===== config.mk =====
export PLATFORM = sky130hd
export DESIGN_NAME = padded_message_seed_accumulator_flat
export DESIGN_NICKNAME = d
export VERILOG_FILES = /design/src/design/pmsa_pkg.sv /design/src/design/pmsa_in_if.sv /design/src/design/pmsa_cfg_if.sv /design/src/design/pmsa_out_if.sv /design/src/design/pmsa_ctrl.sv /design/src/design/pmsa_datapath.sv /design/src/design/padded_message_seed_accumulator.sv /design/src/flat_wrapper.sv
export SDC_FILE = /design/constraint.sdc
export NUM_CORES = 2
export LEC_CHECK = 0
export BUFFER_PORTS_ARGS = -buffer_cell sky130_fd_sc_hd__clkbuf_2
export CORE_UTILIZATION = 40
export DETAILED_ROUTE_END_ITERATION = 7
export GPL_TIMING_DRIVEN = 1
export SLEW_MARGIN = 20
export SYNTH_ARGS = -nofsm -noshare
export SYNTH_HDL_FRONTEND = slang
export SYNTH_SLANG_ARGS = --single-unit
export TNS_END_PERCENT = 30

===== constraint.sdc =====
create_clock -name clk_i -period 8.7 [get_ports clk_i]
set_clock_uncertainty 0.15 [all_clocks]
set_input_delay 0.87 -clock clk_i [delete_from_list [all_inputs] [get_ports clk_i]]
set_output_delay 0.87 -clock clk_i [all_outputs]
set_load 0.02 [all_outputs]

===== src/design/pmsa_pkg.sv =====
// ----------------------------------------------------------------------------
// pmsa_pkg
// Shared types and constants of the padded message seed accumulator: input
// codes, padding constants, controller states and the command and status
// bundles between controller and datapath.
// ----------------------------------------------------------------------------
package pmsa_pkg;

  localparam int unsigned WordW = 32;
  localparam int unsigned ByteW = 8;
  localparam int unsigned RotW  = 5;

  // Item kinds.
  localparam logic KIND_BYTE = 1'b0;
  localparam logic KIND_END  = 1'b1;

  // Padding constants.
  localparam logic [ByteW-1:0] PAD_BYTE      = 8'h80;
  localparam logic [3:0]       LEN_SLOT      = 4'd14;
  localparam logic [RotW-1:0]  LEN_WORDS     = 5'd2;

  typedef enum logic [1:0] {
    WSEL_LAST,
    WSEL_ZERO,
    WSEL_LEN_HI,
    WSEL_LEN_LO
  } wsel_e;

  typedef enum logic [1:0] {
    ST_IDLE,
    ST_PAD,
    ST_LEN_LO,
    ST_FINISH
  } state_e;

  typedef struct packed {
    logic  take_byte;
    logic  issue;
    wsel_e wsel;
    logic  finish;
  } ctrl_cmd_t;

  typedef struct packed {
    logic pad_done;
    logic pipe_empty;
    logic out_free;
  } ctrl_status_t;

endpackage


===== src/design/pmsa_in_if.sv =====
// ----------------------------------------------------------------------------
// pmsa_in_if
// Input channel: one message byte or an end-of-message marker per transaction.
// ----------------------------------------------------------------------------
interface pmsa_in_if;
  logic       valid;
  logic       ready;
  logic       kind;
  logic [7:0] message_byte;

  modport source (output valid, output kind, output message_byte, input ready);
  modport sink   (input valid, input kind, input message_byte, output ready);
endinterface


===== src/design/pmsa_cfg_if.sv =====
// ----------------------------------------------------------------------------
// pmsa_cfg_if
// Configuration channel: writes the expected message length in bytes.
// ----------------------------------------------------------------------------
interface pmsa_cfg_if;
  logic        valid;
  logic        ready;
  logic [31:0] message_bytes;

  modport source (output valid, output message_bytes, input ready);
  modport sink   (input valid, input message_bytes, output ready);
endinterface


===== src/design/pmsa_out_if.sv =====
// ----------------------------------------------------------------------------
// pmsa_out_if
// Result channel: the three seeds and the length flag of one message.
// ----------------------------------------------------------------------------
interface pmsa_out_if;
  logic        valid;
  logic        ready;
  logic [31:0] x_seed;
  logic [31:0] y_seed;
  logic [31:0] z_seed;
  logic        length_error;

  modport source (output valid, output x_seed, output y_seed, output z_seed,
                  output length_error, input ready);
  modport sink   (input valid, input x_seed, input y_seed, input z_seed,
                  input length_error, output ready);
endinterface


===== src/design/pmsa_ctrl.sv =====
// ----------------------------------------------------------------------------
// pmsa_ctrl
// Controller: takes bytes while idle and, on an end marker, walks the padding
// words, waits for the datapath to drain and hands the result over.
// ----------------------------------------------------------------------------
module pmsa_ctrl (
  input  logic                   clk_i,
  input  logic                   rst_ni,
  input  logic                   in_valid_i,
  input  logic                   in_kind_i,
  output logic                   in_ready_o,
  input  pmsa_pkg::ctrl_status_t status_i,
  output pmsa_pkg::ctrl_cmd_t    cmd_o
);
  import pmsa_pkg::*;

  state_e state_q, state_d;

  always_ff @(posedge clk_i or negedge rst_ni) begin
    if (!rst_ni) begin
      state_q <= ST_IDLE;
    end else begin
      state_q <= state_d;
    end
  end

  always_comb begin
    state_d = state_q;
    unique case (state_q)
      ST_IDLE: begin
        if (in_valid_i && (in_kind_i == KIND_END)) begin
          state_d = ST_PAD;
        end
      end
      ST_PAD: begin
        if (status_i.pad_done) begin
          state_d = ST_LEN_LO;
        end
      end
      ST_LEN_LO: begin
        state_d = ST_FINISH;
      end
      ST_FINISH: begin
        if (status_i.pipe_empty && status_i.out_free) begin
          state_d = ST_IDLE;
        end
      end
      default: begin
        state_d = ST_IDLE;
      end
    endcase
  end

  always_comb begin
    in_ready_o      = 1'b0;
    cmd_o.take_byte = 1'b0;
    cmd_o.issue     = 1'b0;
    cmd_o.wsel      = WSEL_ZERO;
    cmd_o.finish    = 1'b0;
    unique case (state_q)
      ST_IDLE: begin
        in_ready_o = 1'b1;
        if (in_valid_i) begin
          if (in_kind_i == KIND_END) begin
            cmd_o.issue = 1'b1;
            cmd_o.wsel  = WSEL_LAST;
          end else begin
            cmd_o.take_byte = 1'b1;
          end
        end
      end
      ST_PAD: begin
        cmd_o.issue = 1'b1;
        cmd_o.wsel  = status_i.pad_done ? WSEL_LEN_HI : WSEL_ZERO;
      end
      ST_LEN_LO: begin
        cmd_o.issue = 1'b1;
        cmd_o.wsel  = WSEL_LEN_LO;
      end
      ST_FINISH: begin
        cmd_o.finish = status_i.pipe_empty && status_i.out_free;
      end
      default: begin
        in_ready_o = 1'b0;
      end
    endcase
  end

endmodule


===== src/design/pmsa_datapath.sv =====
// ----------------------------------------------------------------------------
// pmsa_datapath
// Datapath: byte packing, padding word selection, a three-stage absorb
// pipeline (rotate, multiply, accumulate) and the result register.
// ----------------------------------------------------------------------------
module pmsa_datapath (
  input  logic                   clk_i,
  input  logic                   rst_ni,
  input  logic                   cfg_valid_i,
  input  logic [31:0]            cfg_message_bytes_i,
  input  logic [7:0]             in_message_byte_i,
  input  pmsa_pkg::ctrl_cmd_t    cmd_i,
  output pmsa_pkg::ctrl_status_t status_o,
  output logic                   out_valid_o,
  input  logic                   out_ready_i,
  output logic [31:0]            out_x_seed_o,
  output logic [31:0]            out_y_seed_o,
  output logic [31:0]            out_z_seed_o,
  output logic                   out_length_error_o
);
  import pmsa_pkg::*;

  function automatic logic [WordW-1:0] rotl(input logic [WordW-1:0] v,
                                            input logic [RotW-1:0]  k);
    logic [2*WordW-1:0] t;
    t = {v, v} << k;
    return t[2*WordW-1:WordW];
  endfunction

  // Message state.
  logic [31:0]      msg_bytes_q;
  logic [31:0]      bytes_rcvd_q, bytes_rcvd_d;
  logic [23:0]      partial_q, partial_d;
  logic [RotW-1:0]  word_idx_q, word_idx_d;
  logic [WordW-1:0] xor_acc_q, xor_acc_d;
  logic [WordW-1:0] prod_acc_q, prod_acc_d;
  logic [WordW-1:0] run_prod_q, run_prod_d;

  // Pipeline registers.
  logic             s1_valid_q, s2_valid_q;
  logic [WordW-1:0] s1_w_q, s1_r1_q, s1_r2_q;
  logic [WordW-1:0] s2_prod_q, s2_add_q;

  // Result register.
  logic             out_valid_q;
  logic [WordW-1:0] out_x_q, out_y_q, out_z_q;
  logic             out_err_q;

  logic [31:0]      bytes_inc;
  logic [31:0]      packed_word;
  logic             byte_absorb;
  logic             issue;
  logic [WordW-1:0] issue_word;
  logic [WordW-1:0] last_word;
  logic [RotW-1:0]  blk_words;
  logic [3:0]       zero_words;
  logic [RotW-1:0]  total_mod;
  logic [RotW-1:0]  rot1, rot2;

  // Only the padded word count modulo 32 matters for the rotations.
  assign blk_words  = msg_bytes_q[6:2] + 5'd1;
  assign zero_words = LEN_SLOT - blk_words[3:0];
  assign total_mod  = blk_words + {1'b0, zero_words} + LEN_WORDS;

  assign bytes_inc   = bytes_rcvd_q + 32'd1;
  assign packed_word = {partial_q, in_message_byte_i};
  assign byte_absorb = cmd_i.take_byte && (bytes_inc[1:0] == 2'd0);
  assign issue       = cmd_i.issue || byte_absorb;

  always_comb begin
    case (bytes_rcvd_q[1:0])
      2'd0:    last_word = {PAD_BYTE, 24'h0};
      2'd1:    last_word = {partial_q[7:0], PAD_BYTE, 16'h0};
      2'd2:    last_word = {partial_q[15:0], PAD_BYTE, 8'h0};
      default: last_word = {partial_q, PAD_BYTE};
    endcase
  end

  always_comb begin
    if (cmd_i.take_byte) begin
      issue_word = packed_word;
    end else begin
      unique case (cmd_i.wsel)
        WSEL_LAST:   issue_word = last_word;
        WSEL_ZERO:   issue_word = '0;
        WSEL_LEN_HI: issue_word = {29'h0, bytes_rcvd_q[31:29]};
        WSEL_LEN_LO: issue_word = {bytes_rcvd_q[28:0], 3'h0};
        default:     issue_word = '0;
      endcase
    end
  end

  assign rot1 = word_idx_q + 5'd1;
  assign rot2 = total_mod - word_idx_q;

  always_comb begin
    bytes_rcvd_d = bytes_rcvd_q;
    partial_d    = partial_q;
    word_idx_d   = word_idx_q;
    xor_acc_d    = xor_acc_q;
    prod_acc_d   = prod_acc_q;
    run_prod_d   = run_prod_q;
    if (cmd_i.take_byte) begin
      bytes_rcvd_d = bytes_inc;
      partial_d    = byte_absorb ? 24'h0 : packed_word[23:0];
    end
    if (issue) begin
      word_idx_d = word_idx_q + 5'd1;
    end
    if (s1_valid_q) begin
      xor_acc_d = xor_acc_q + (s1_w_q ^ s1_r1_q);
    end
    if (s2_valid_q) begin
      prod_acc_d = prod_acc_q + s2_prod_q;
      run_prod_d = run_prod_q * s2_add_q;
    end
    // The pipeline is empty when a message is finished.
    if (cmd_i.finish) begin
      bytes_rcvd_d = '0;
      partial_d    = '0;
      word_idx_d   = '0;
      xor_acc_d    = '0;
      prod_acc_d   = '0;
      run_prod_d   = 32'd1;
    end
  end

  always_ff @(posedge clk_i or negedge rst_ni) begin
    if (!rst_ni) begin
      msg_bytes_q  <= '0;
      bytes_rcvd_q <= '0;
      partial_q    <= '0;
      word_idx_q   <= '0;
      xor_acc_q    <= '0;
      prod_acc_q   <= '0;
      run_prod_q   <= 32'd1;
      s1_valid_q   <= 1'b0;
      s2_valid_q   <= 1'b0;
      out_valid_q  <= 1'b0;
    end else begin
      if (cfg_valid_i) begin
        msg_bytes_q <= cfg_message_bytes_i;
      end
      bytes_rcvd_q <= bytes_rcvd_d;
      partial_q    <= partial_d;
      word_idx_q   <= word_idx_d;
      xor_acc_q    <= xor_acc_d;
      prod_acc_q   <= prod_acc_d;
      run_prod_q   <= run_prod_d;
      s1_valid_q   <= issue;
      s2_valid_q   <= s1_valid_q;
      if (cmd_i.finish) begin
        out_valid_q <= 1'b1;
      end else if (out_ready_i) begin
        out_valid_q <= 1'b0;
      end
    end
  end

  always_ff @(posedge clk_i) begin
    if (issue) begin
      s1_w_q  <= issue_word;
      s1_r1_q <= rotl(issue_word, rot1);
      s1_r2_q <= rotl(issue_word, rot2);
    end
    if (s1_valid_q) begin
      s2_prod_q <= s1_w_q * s1_r1_q;
      s2_add_q  <= (s1_w_q + s1_r2_q) | 32'd1;
    end
    if (cmd_i.finish) begin
      out_x_q   <= xor_acc_q;
      out_y_q   <= run_prod_q;
      out_z_q   <= prod_acc_q;
      out_err_q <= (bytes_rcvd_q != msg_bytes_q);
    end
  end

  assign status_o.pad_done   = (word_idx_q[3:0] == LEN_SLOT);
  assign status_o.pipe_empty = !s1_valid_q && !s2_valid_q;
  assign status_o.out_free   = !out_valid_q || out_ready_i;

  assign out_valid_o        = out_valid_q;
  assign out_x_seed_o       = out_x_q;
  assign out_y_seed_o       = out_y_q;
  assign out_z_seed_o       = out_z_q;
  assign out_length_error_o = out_err_q;

endmodule


===== src/design/padded_message_seed_accumulator.sv =====
// ----------------------------------------------------------------------------
// padded_message_seed_accumulator
// Packs message bytes into big-endian words, pads the message at its end and
// folds every word into three 32-bit seeds.
// ----------------------------------------------------------------------------
//   Channel | Direction | Payload                              | Transaction
//   in_i    | sink      | kind, message_byte                   | byte or end
//   cfg_i   | sink      | message_bytes                        | length write
//   out_o   | source    | x_seed, y_seed, z_seed, length_error | one per end
//
// Byte transactions stream back to back while the block is idle.
// An end transaction holds in_i.ready low while 3 to 18 padding words go
// one per cycle into the three-stage absorb pipeline, which then drains
// before the seeds are loaded into the result register.
// A result waiting on out_o stalls only the next end transaction.
// Reset clears all message state; the configured length resets to zero.
// ----------------------------------------------------------------------------
module padded_message_seed_accumulator (
  input  logic       clk_i,
  input  logic       rst_ni,
  pmsa_in_if.sink    in_i,
  pmsa_cfg_if.sink   cfg_i,
  pmsa_out_if.source out_o
);
  import pmsa_pkg::*;

  ctrl_cmd_t    cmd;
  ctrl_status_t status;
  logic         in_ready;

  assign cfg_i.ready = 1'b1;
  assign in_i.ready  = in_ready;

  pmsa_ctrl u_ctrl (
    .clk_i      (clk_i),
    .rst_ni     (rst_ni),
    .in_valid_i (in_i.valid),
    .in_kind_i  (in_i.kind),
    .in_ready_o (in_ready),
    .status_i   (status),
    .cmd_o      (cmd)
  );

  pmsa_datapath u_datapath (
    .clk_i               (clk_i),
    .rst_ni              (rst_ni),
    .cfg_valid_i         (cfg_i.valid),
    .cfg_message_bytes_i (cfg_i.message_bytes),
    .in_message_byte_i   (in_i.message_byte),
    .cmd_i               (cmd),
    .status_o            (status),
    .out_valid_o         (out_o.valid),
    .out_ready_i         (out_o.ready),
    .out_x_seed_o        (out_o.x_seed),
    .out_y_seed_o        (out_o.y_seed),
    .out_z_seed_o        (out_o.z_seed),
    .out_length_error_o  (out_o.length_error)
  );

endmodule


===== src/flat_wrapper.sv =====
// flat-port wrapper written by rule: the top's interface ports become plain ports
module padded_message_seed_accumulator_flat import pmsa_pkg::*;
  (clk_i, rst_ni, in_i_valid, in_i_kind, in_i_message_byte, in_i_ready, cfg_i_valid, cfg_i_message_bytes, cfg_i_ready, out_o_valid, out_o_x_seed, out_o_y_seed, out_o_z_seed, out_o_length_error, out_o_ready);
  pmsa_in_if in_i_i ();
  pmsa_cfg_if cfg_i_i ();
  pmsa_out_if out_o_i ();
  input  logic clk_i;
  input  logic rst_ni;
  input wire logic [$bits(in_i_i.valid)-1:0] in_i_valid;
  input wire logic [$bits(in_i_i.kind)-1:0] in_i_kind;
  input wire logic [$bits(in_i_i.message_byte)-1:0] in_i_message_byte;
  output wire logic [$bits(in_i_i.ready)-1:0] in_i_ready;
  input wire logic [$bits(cfg_i_i.valid)-1:0] cfg_i_valid;
  input wire logic [$bits(cfg_i_i.message_bytes)-1:0] cfg_i_message_bytes;
  output wire logic [$bits(cfg_i_i.ready)-1:0] cfg_i_ready;
  output wire logic [$bits(out_o_i.valid)-1:0] out_o_valid;
  output wire logic [$bits(out_o_i.x_seed)-1:0] out_o_x_seed;
  output wire logic [$bits(out_o_i.y_seed)-1:0] out_o_y_seed;
  output wire logic [$bits(out_o_i.z_seed)-1:0] out_o_z_seed;
  output wire logic [$bits(out_o_i.length_error)-1:0] out_o_length_error;
  input wire logic [$bits(out_o_i.ready)-1:0] out_o_ready;
  assign in_i_i.valid = in_i_valid;
  assign in_i_i.kind = in_i_kind;
  assign in_i_i.message_byte = in_i_message_byte;
  assign in_i_ready = in_i_i.ready;
  assign cfg_i_i.valid = cfg_i_valid;
  assign cfg_i_i.message_bytes = cfg_i_message_bytes;
  assign cfg_i_ready = cfg_i_i.ready;
  assign out_o_valid = out_o_i.valid;
  assign out_o_x_seed = out_o_i.x_seed;
  assign out_o_y_seed = out_o_i.y_seed;
  assign out_o_z_seed = out_o_i.z_seed;
  assign out_o_length_error = out_o_i.length_error;
  assign out_o_i.ready = out_o_ready;
  padded_message_seed_accumulator u_core (.clk_i(clk_i), .rst_ni(rst_ni), .in_i(in_i_i), .cfg_i(cfg_i_i), .out_o(out_o_i));
endmodule

# After elaboration in Yosys (flattened, before gate mapping)
# Index checks and enable logic that the tools add are counted.
classes:
  add_sub_neg: 10
  mul: 2
  n_eq_ne: 13
  n_shift: 2
  mux: 30
  n_bitwise: 1
  reduce_logical: 19
ops:
  columns: ["cell", "n"]
  rows:
  - ["two-way mux 32 bit", 9]
  - ["case mux 32 bit (4 select lines)", 1]
  - ["left shift 64 x 5 -> 64 bit", 2]
  - ["adder 32 bit", 3]
  - ["case mux 32 bit (3 select lines)", 1]
  - ["two-way mux 24 bit", 3]
  - ["multiplier 32 x 32 -> 32 bit", 2]
  - ["adder 32 x 1 -> 32 bit (second input constant)", 1]
  - ["inequality test 32 bit", 1]
  - ["XOR 32 bit", 1]
  - ["adder 5 x 1 -> 5 bit (second input constant)", 2]
  - ["equality test 2 bit (second input constant)", 5]
  - ["two-way mux 5 bit", 2]
  - ["nonzero test 2 bit", 5]
  - ["case mux 3 bit (3 select lines)", 1]
  - ["zero test 2 bit", 4]
  - ["two-way mux 2 bit", 4]
  - ["case mux 2 bit (4 select lines)", 1]
  - ["equality test 2 x 1 -> 1 bit (second input constant)", 3]
  - ["two-way mux 1 bit", 6]
  - ["inequality test 2 bit (second input constant)", 3]
  - ["adder 5 x 2 -> 5 bit (second input constant)", 1]
  - ["adder 5 x 4 -> 5 bit", 1]
  - ["subtractor 5 bit", 1]
  - ["8 further kinds", 14]
word_totals:
  ff_bits: 450
  input_bits: 46
  out_inout_bits: 100
  wordCells: 97

# Longest topological paths before layout
depth:
  depth_word: 7
  ltp_mapped: 30
  mapped_depth_nobuf: 28

# Modules after synthesis
# From an unflattened synthesis, not the netlist that was laid out.
unflattened:
  cells_unflattened: 5671
  hier_area_um2: 56365.3
by_module_without_submodules:
  columns: ["mod", "instances", "cells_per_inst", "area_per_inst_um2", "seq_area_each_um2"]
  rows:
  - ["pmsa_datapath", 1, 5645, 56125.1, 12493.2]
  - ["pmsa_ctrl", 1, 24, 229.0, 50.0]
  - ["padded_message_seed_accumulator", 1, 2, 11.3, 0.0]

# Least setup slack after synthesis
# Ideal clock, no wire load.
synth_timing:
  path_kind: "reg2reg"
  from: "register u_core.u_datapath.s2_add_q[3]"
  to: "register u_core.u_datapath.run_prod_q[30]"
  setup_time_ps: 121
  arrival_time_ps: 7022
  required_time_ps: 8429
  setup_slack_ps: 1407
  stages_incl_launch_ff: 28
  path_buffers: 2
  period_less_slack_ps: 7293
  path_cell_list: "edfxtp_1 > clkbuf_1 > clkbuf_1 > and2_1 > fa_1 > fa_1 > fa_1 > inv_1 > fa_1 > inv_1 > fa_1 > inv_1 > fa_1 > inv_1 > fa_1 > fa_1 > ha_1 > a21o_1 > a21o_1 > a21o_1 > a21o_1 > a21o_1 > a2111oi_2 > o21bai_1 > a21boi_0 > o21a_1 > xnor2_1 > a22o_1"
synth_between:
  elab_chain_cells: 3
synth_rtl:
  columns: ["item", "line", "rtl"]
  rows:
  - ["start, declared", "pmsa_datapath.sv:42", "logic [WordW-1:0] s2_prod_q, s2_add_q;"]
  - ["start signal, assigned", "pmsa_datapath.sv:168", "s2_add_q <= (s1_w_q + s1_r2_q) | 32'd1;"]
  - ["multiplier 32 x 32 -> 32 bit", "pmsa_datapath.sv:115", "run_prod_d = run_prod_q * s2_add_q;"]
  - ["two-way mux 32 bit", "pmsa_datapath.sv:113", "if (s2_valid_q) begin"]
  - ["two-way mux 32 bit", "pmsa_datapath.sv:118", "if (cmd_i.finish) begin"]
  - ["end signal, assigned", "pmsa_datapath.sv:149", "run_prod_q <= run_prod_d;"]
  - ["end, declared", "pmsa_datapath.sv:37", "logic [WordW-1:0] run_prod_q, run_prod_d;"]
# No other way between the ends. The select of a mux whose other input is x is not followed.
# A chain may end at the register's enable or synchronous reset.

# Final worst setup path
layout_timing:
  from: "register u_core.u_datapath.s1_r1_q[2]"
  to: "register u_core.u_datapath.s2_prod_q[31], data pin"
layout_between:
  elab_chain_cells: 1
layout_rtl:
  columns: ["item", "line", "rtl"]
  rows:
  - ["start, declared", "pmsa_datapath.sv:41", "logic [WordW-1:0] s1_w_q, s1_r1_q, s1_r2_q;"]
  - ["start signal, assigned", "pmsa_datapath.sv:163", "s1_r1_q <= rotl(issue_word, rot1);"]
  - ["multiplier 32 x 32 -> 32 bit", "pmsa_datapath.sv:167", "s2_prod_q <= s1_w_q * s1_r1_q;"]
  - ["end signal, assigned", "pmsa_datapath.sv:167", null]
  - ["end, declared", "pmsa_datapath.sv:42", null]
# No other way between the ends.

==> impl_metrics.ini <==
[clock_network]
cts.clk_slew.worst_paths_ps = 70
htreeDepth = 2
clock_latency_ps = 720
cts_root_buf = clkbuf_16
cts_repair_resize_count = 0
cts_tree = yes
clock-sinks = 450
postCtsSetupBuffers = 0
hold_buffers = 0
cts_buffers = 58
clockBufferDepth = 3

[synth]
synth_compound_area_frac = 0.0823
yosysSeqAreaShare = 0.223
synth_area_um2 = 56200
synth_cell_types = 93
synthXorXnorAreaFrac = 0.0539
synth-adder-area-share = 0.376
ys_warn_count = 0
yosys.area_share.simple = 0.150
syn_nets = 6972
synth_top_flop_cell = edfxtp_1
yosys_register_bits = 450
synth_area_per_cell_um2 = 9.82
synth_top_family_by_area = adder cells
synth_mux_area_frac = 0.0396
syn_inst = 5728
synth_edf_count = 256
synthArstFlopShare = 0.431

[drt]
drt-initial-drc-count = 3301
routed_via_density = 5.31
final_antenna_net_count = 0
wire_per_inst_um = 21.3
dr.pass1.iters = 6
drt_drc_violations_left = 0
num_vias = 40900
wl_um = 164000

[grt]
grt_pass1_wl_um = 254000
grt_overflow = 0
grtUsageTotal = 0.234
grt_max_degree = 97
grt_pass1_vias = 42200
antenna_found_initial = 4

[setup_path]
ff2ff_path_depth = 26
crit_required_ps = 8960
arrival_ps = 8270
path_class = flop to flop
end_kind = flop
cp_slowest_cell = edfxtp_1
path_common_cell = fa_1
critPathMaxStageDelay_ps = 1030
ff2ff_setup_slack_ps = 690
startpoint_type = flop
path_max_fanout = 30

[timing]
rsz0062_at_grt = no
period_share = 0.921
timing.hold.ws_ps = -55.0
fin_crit_ps = 8010
worstMarginPinSlew_ps = 1210
fmax_mhz = 125
slew_viol_final = 0
setup_viol = 0
maxSlewHeadroom = 0.193
setup_tns_ps = 0
hold_viol = 8

[floorplan]
fp.dieW_um = 377
pin_count = 146
die_y_um = 377
rows = 137
core_area_um2 = 140000
initial_utilization = 0.403
die_area_um2 = 142000

[cells_and_area]
fin_nets = 7014
area_growth_pct = 9.16
final_layout_size_suffix_gt1_frac = 0.0832

[job]
drv_cap = 0

[place]
portBuffers = 144
globalplace.congestion = 0.939
dp_hpwl_um = 127000

[status]
violations = negative hold slack
status = finished with violations

[hold_path]
worstHoldPathType = input port to asynchronous set/reset pin
registers in the layout (all words and copies together), names as in the netlist, 2 cells and up:
signal and cells:
u_core.u_datapath.s1_r2_q 32, u_core.u_datapath.word_idx_q 5, u_core.u_datapath.s2_prod_q 32, u_core.u_datapath.out_z_seed_o 32, u_core.u_datapath.s2_add_q 31, u_core.u_datapath.partial_q 24, u_core.u_datapath.prod_acc_q 32, u_core.u_datapath.out_x_seed_o 32
u_core.u_datapath.msg_bytes_q 32, u_core.u_datapath.run_prod_q 32, u_core.u_ctrl.state_q 2, u_core.u_datapath.bytes_rcvd_q 32, u_core.u_datapath.out_y_seed_o 32, u_core.u_datapath.s1_r1_q 32, u_core.u_datapath.xor_acc_q 32, u_core.u_datapath.s1_w_q 32
worst paths after layout:
kind / endpoint / start
worst min-delay path: u_core.u_datapath.run_prod_q[24]$_DFFE_PN0N_ / rst_ni
worst max-delay path: u_core.u_datapath.s2_prod_q[31]$_DFFE_PP_ / u_core.u_datapath.s1_r1_q[2]$_DFFE_PP_
worst min register to register: u_core.u_datapath.out_x_seed_o[17]$_DFFE_PP_ / u_core.u_datapath.xor_acc_q[17]$_DFFE_PN0P_
max in group asynchronous: u_core.u_datapath.s2_valid_q$_DFF_PN0_ / rst_ni
min in group clk_i: u_core.u_datapath.msg_bytes_q[17]$_DFFE_PN0P_ / cfg_i_message_bytes[17]
worst max register to register: u_core.u_datapath.s2_prod_q[31]$_DFFE_PP_ / u_core.u_datapath.s1_r1_q[2]$_DFFE_PP_
stage by stage:
stage          instances  utilization  worst slack [ps]  instance area [um2]  hold slack (ps)
2_1_floorplan       5728            -              1410                56200              295
3_3_place_gp        7586        0.425               787                59300              325
3_5_place_dp        7586        0.425               756                59300              317
4_1_cts             7696        0.440               699                61400            0.234
5_1_grt             7696        0.440               236                61400             15.1
6_report            7697        0.440               688                61400            -55.0
cell type report:
class | instances | area, um2
fillers | 13500 | 78100
well taps | 1876 | 2350
clock inverters | 39 | 562
repair buffers | 258 | 1610
diodes | 1 | 2.50
inverters | 839 | 3150
clock buffers | 71 | 1560
flip-flops and latches | 450 | 12600
multi-input cells | 4163 | 39600
worst max-delay path: cells and delay by family, from the launching register on:
family / cells / cell delay (ps)
fa+ha+maj: 9 / 4360
flops: 1 / 1030
compound gates: 5 / 960
simple gates: 5 / 620
buf+inv: 6 / 430
xor+xnor: 1 / 120
Yosys cell counts (all sizes together), types with 22 or more instances:
library cell | number | area share
nand2 | 693 | 0.046
mux2 | 49 | 0.0099
a211oi | 23 | 0.0032
o21ai | 161 | 0.014
nand4 | 22 | 0.0024
xnor2 | 240 | 0.037
fa | 821 | 0.29
inv | 839 | 0.056
clkbuf | 242 | 0.016
nor3 | 49 | 0.0046
xor2 | 106 | 0.017
ha | 377 | 0.084
a22o | 62 | 0.0097
nand3 | 52 | 0.0049
and2 | 562 | 0.063
edfxtp | 256 | 0.14
dfrtp | 193 | 0.086
buf | 34 | 0.0029
a21oi | 194 | 0.018
mux2i | 146 | 0.026
a21o | 71 | 0.0095
nor2 | 223 | 0.015
and3 | 24 | 0.0027
o21a | 27 | 0.0036
metal layers:
metal | routed length [um] | global-route usage
met1 | 71700 | 0.326
met4 | 5030 | 0.0658
met3 | 11300 | 0.0333
met5 | 0 | 0
met2 | 75800 | 0.379
cells by family after synthesis:
logic type,Yosys count
adders and majority gates,1198
muxes,203
xor gates and xnor gates,346
DFF,450
other,1
AOI/OAI and AO/OA,696
and+or+nand+nor,1719
buffers and inverters,1115
cells in the final DEF (no fill, tap or decap), types with 16 or more instances in the layout:
cell type and instances:
dfrtp_1 191, buf_4 112, clkbuf_2 143, fa_1 820
nand2b_1 20, a21oi_1 189, nand4_1 22, a22oi_1 21
a22o_1 62, mux2i_1 141, a21o_1 71, o21ai_1 16
and2_1 562, and3_1 24, nand3_1 51, xor2_1 100
o21a_1 27, edfxtp_1 256, clkbuf_16 59, nand2_1 689
o21bai_1 21, xnor2_1 235, ha_1 377, nor3_1 48
mux2_2 47, nor2b_1 21, o21ai_0 144, inv_1 835
a211oi_1 21, nor2_1 222
Power is not shown: default switching activity piles up to over one toggle a cycle in this logic, so the estimate is an artifact.
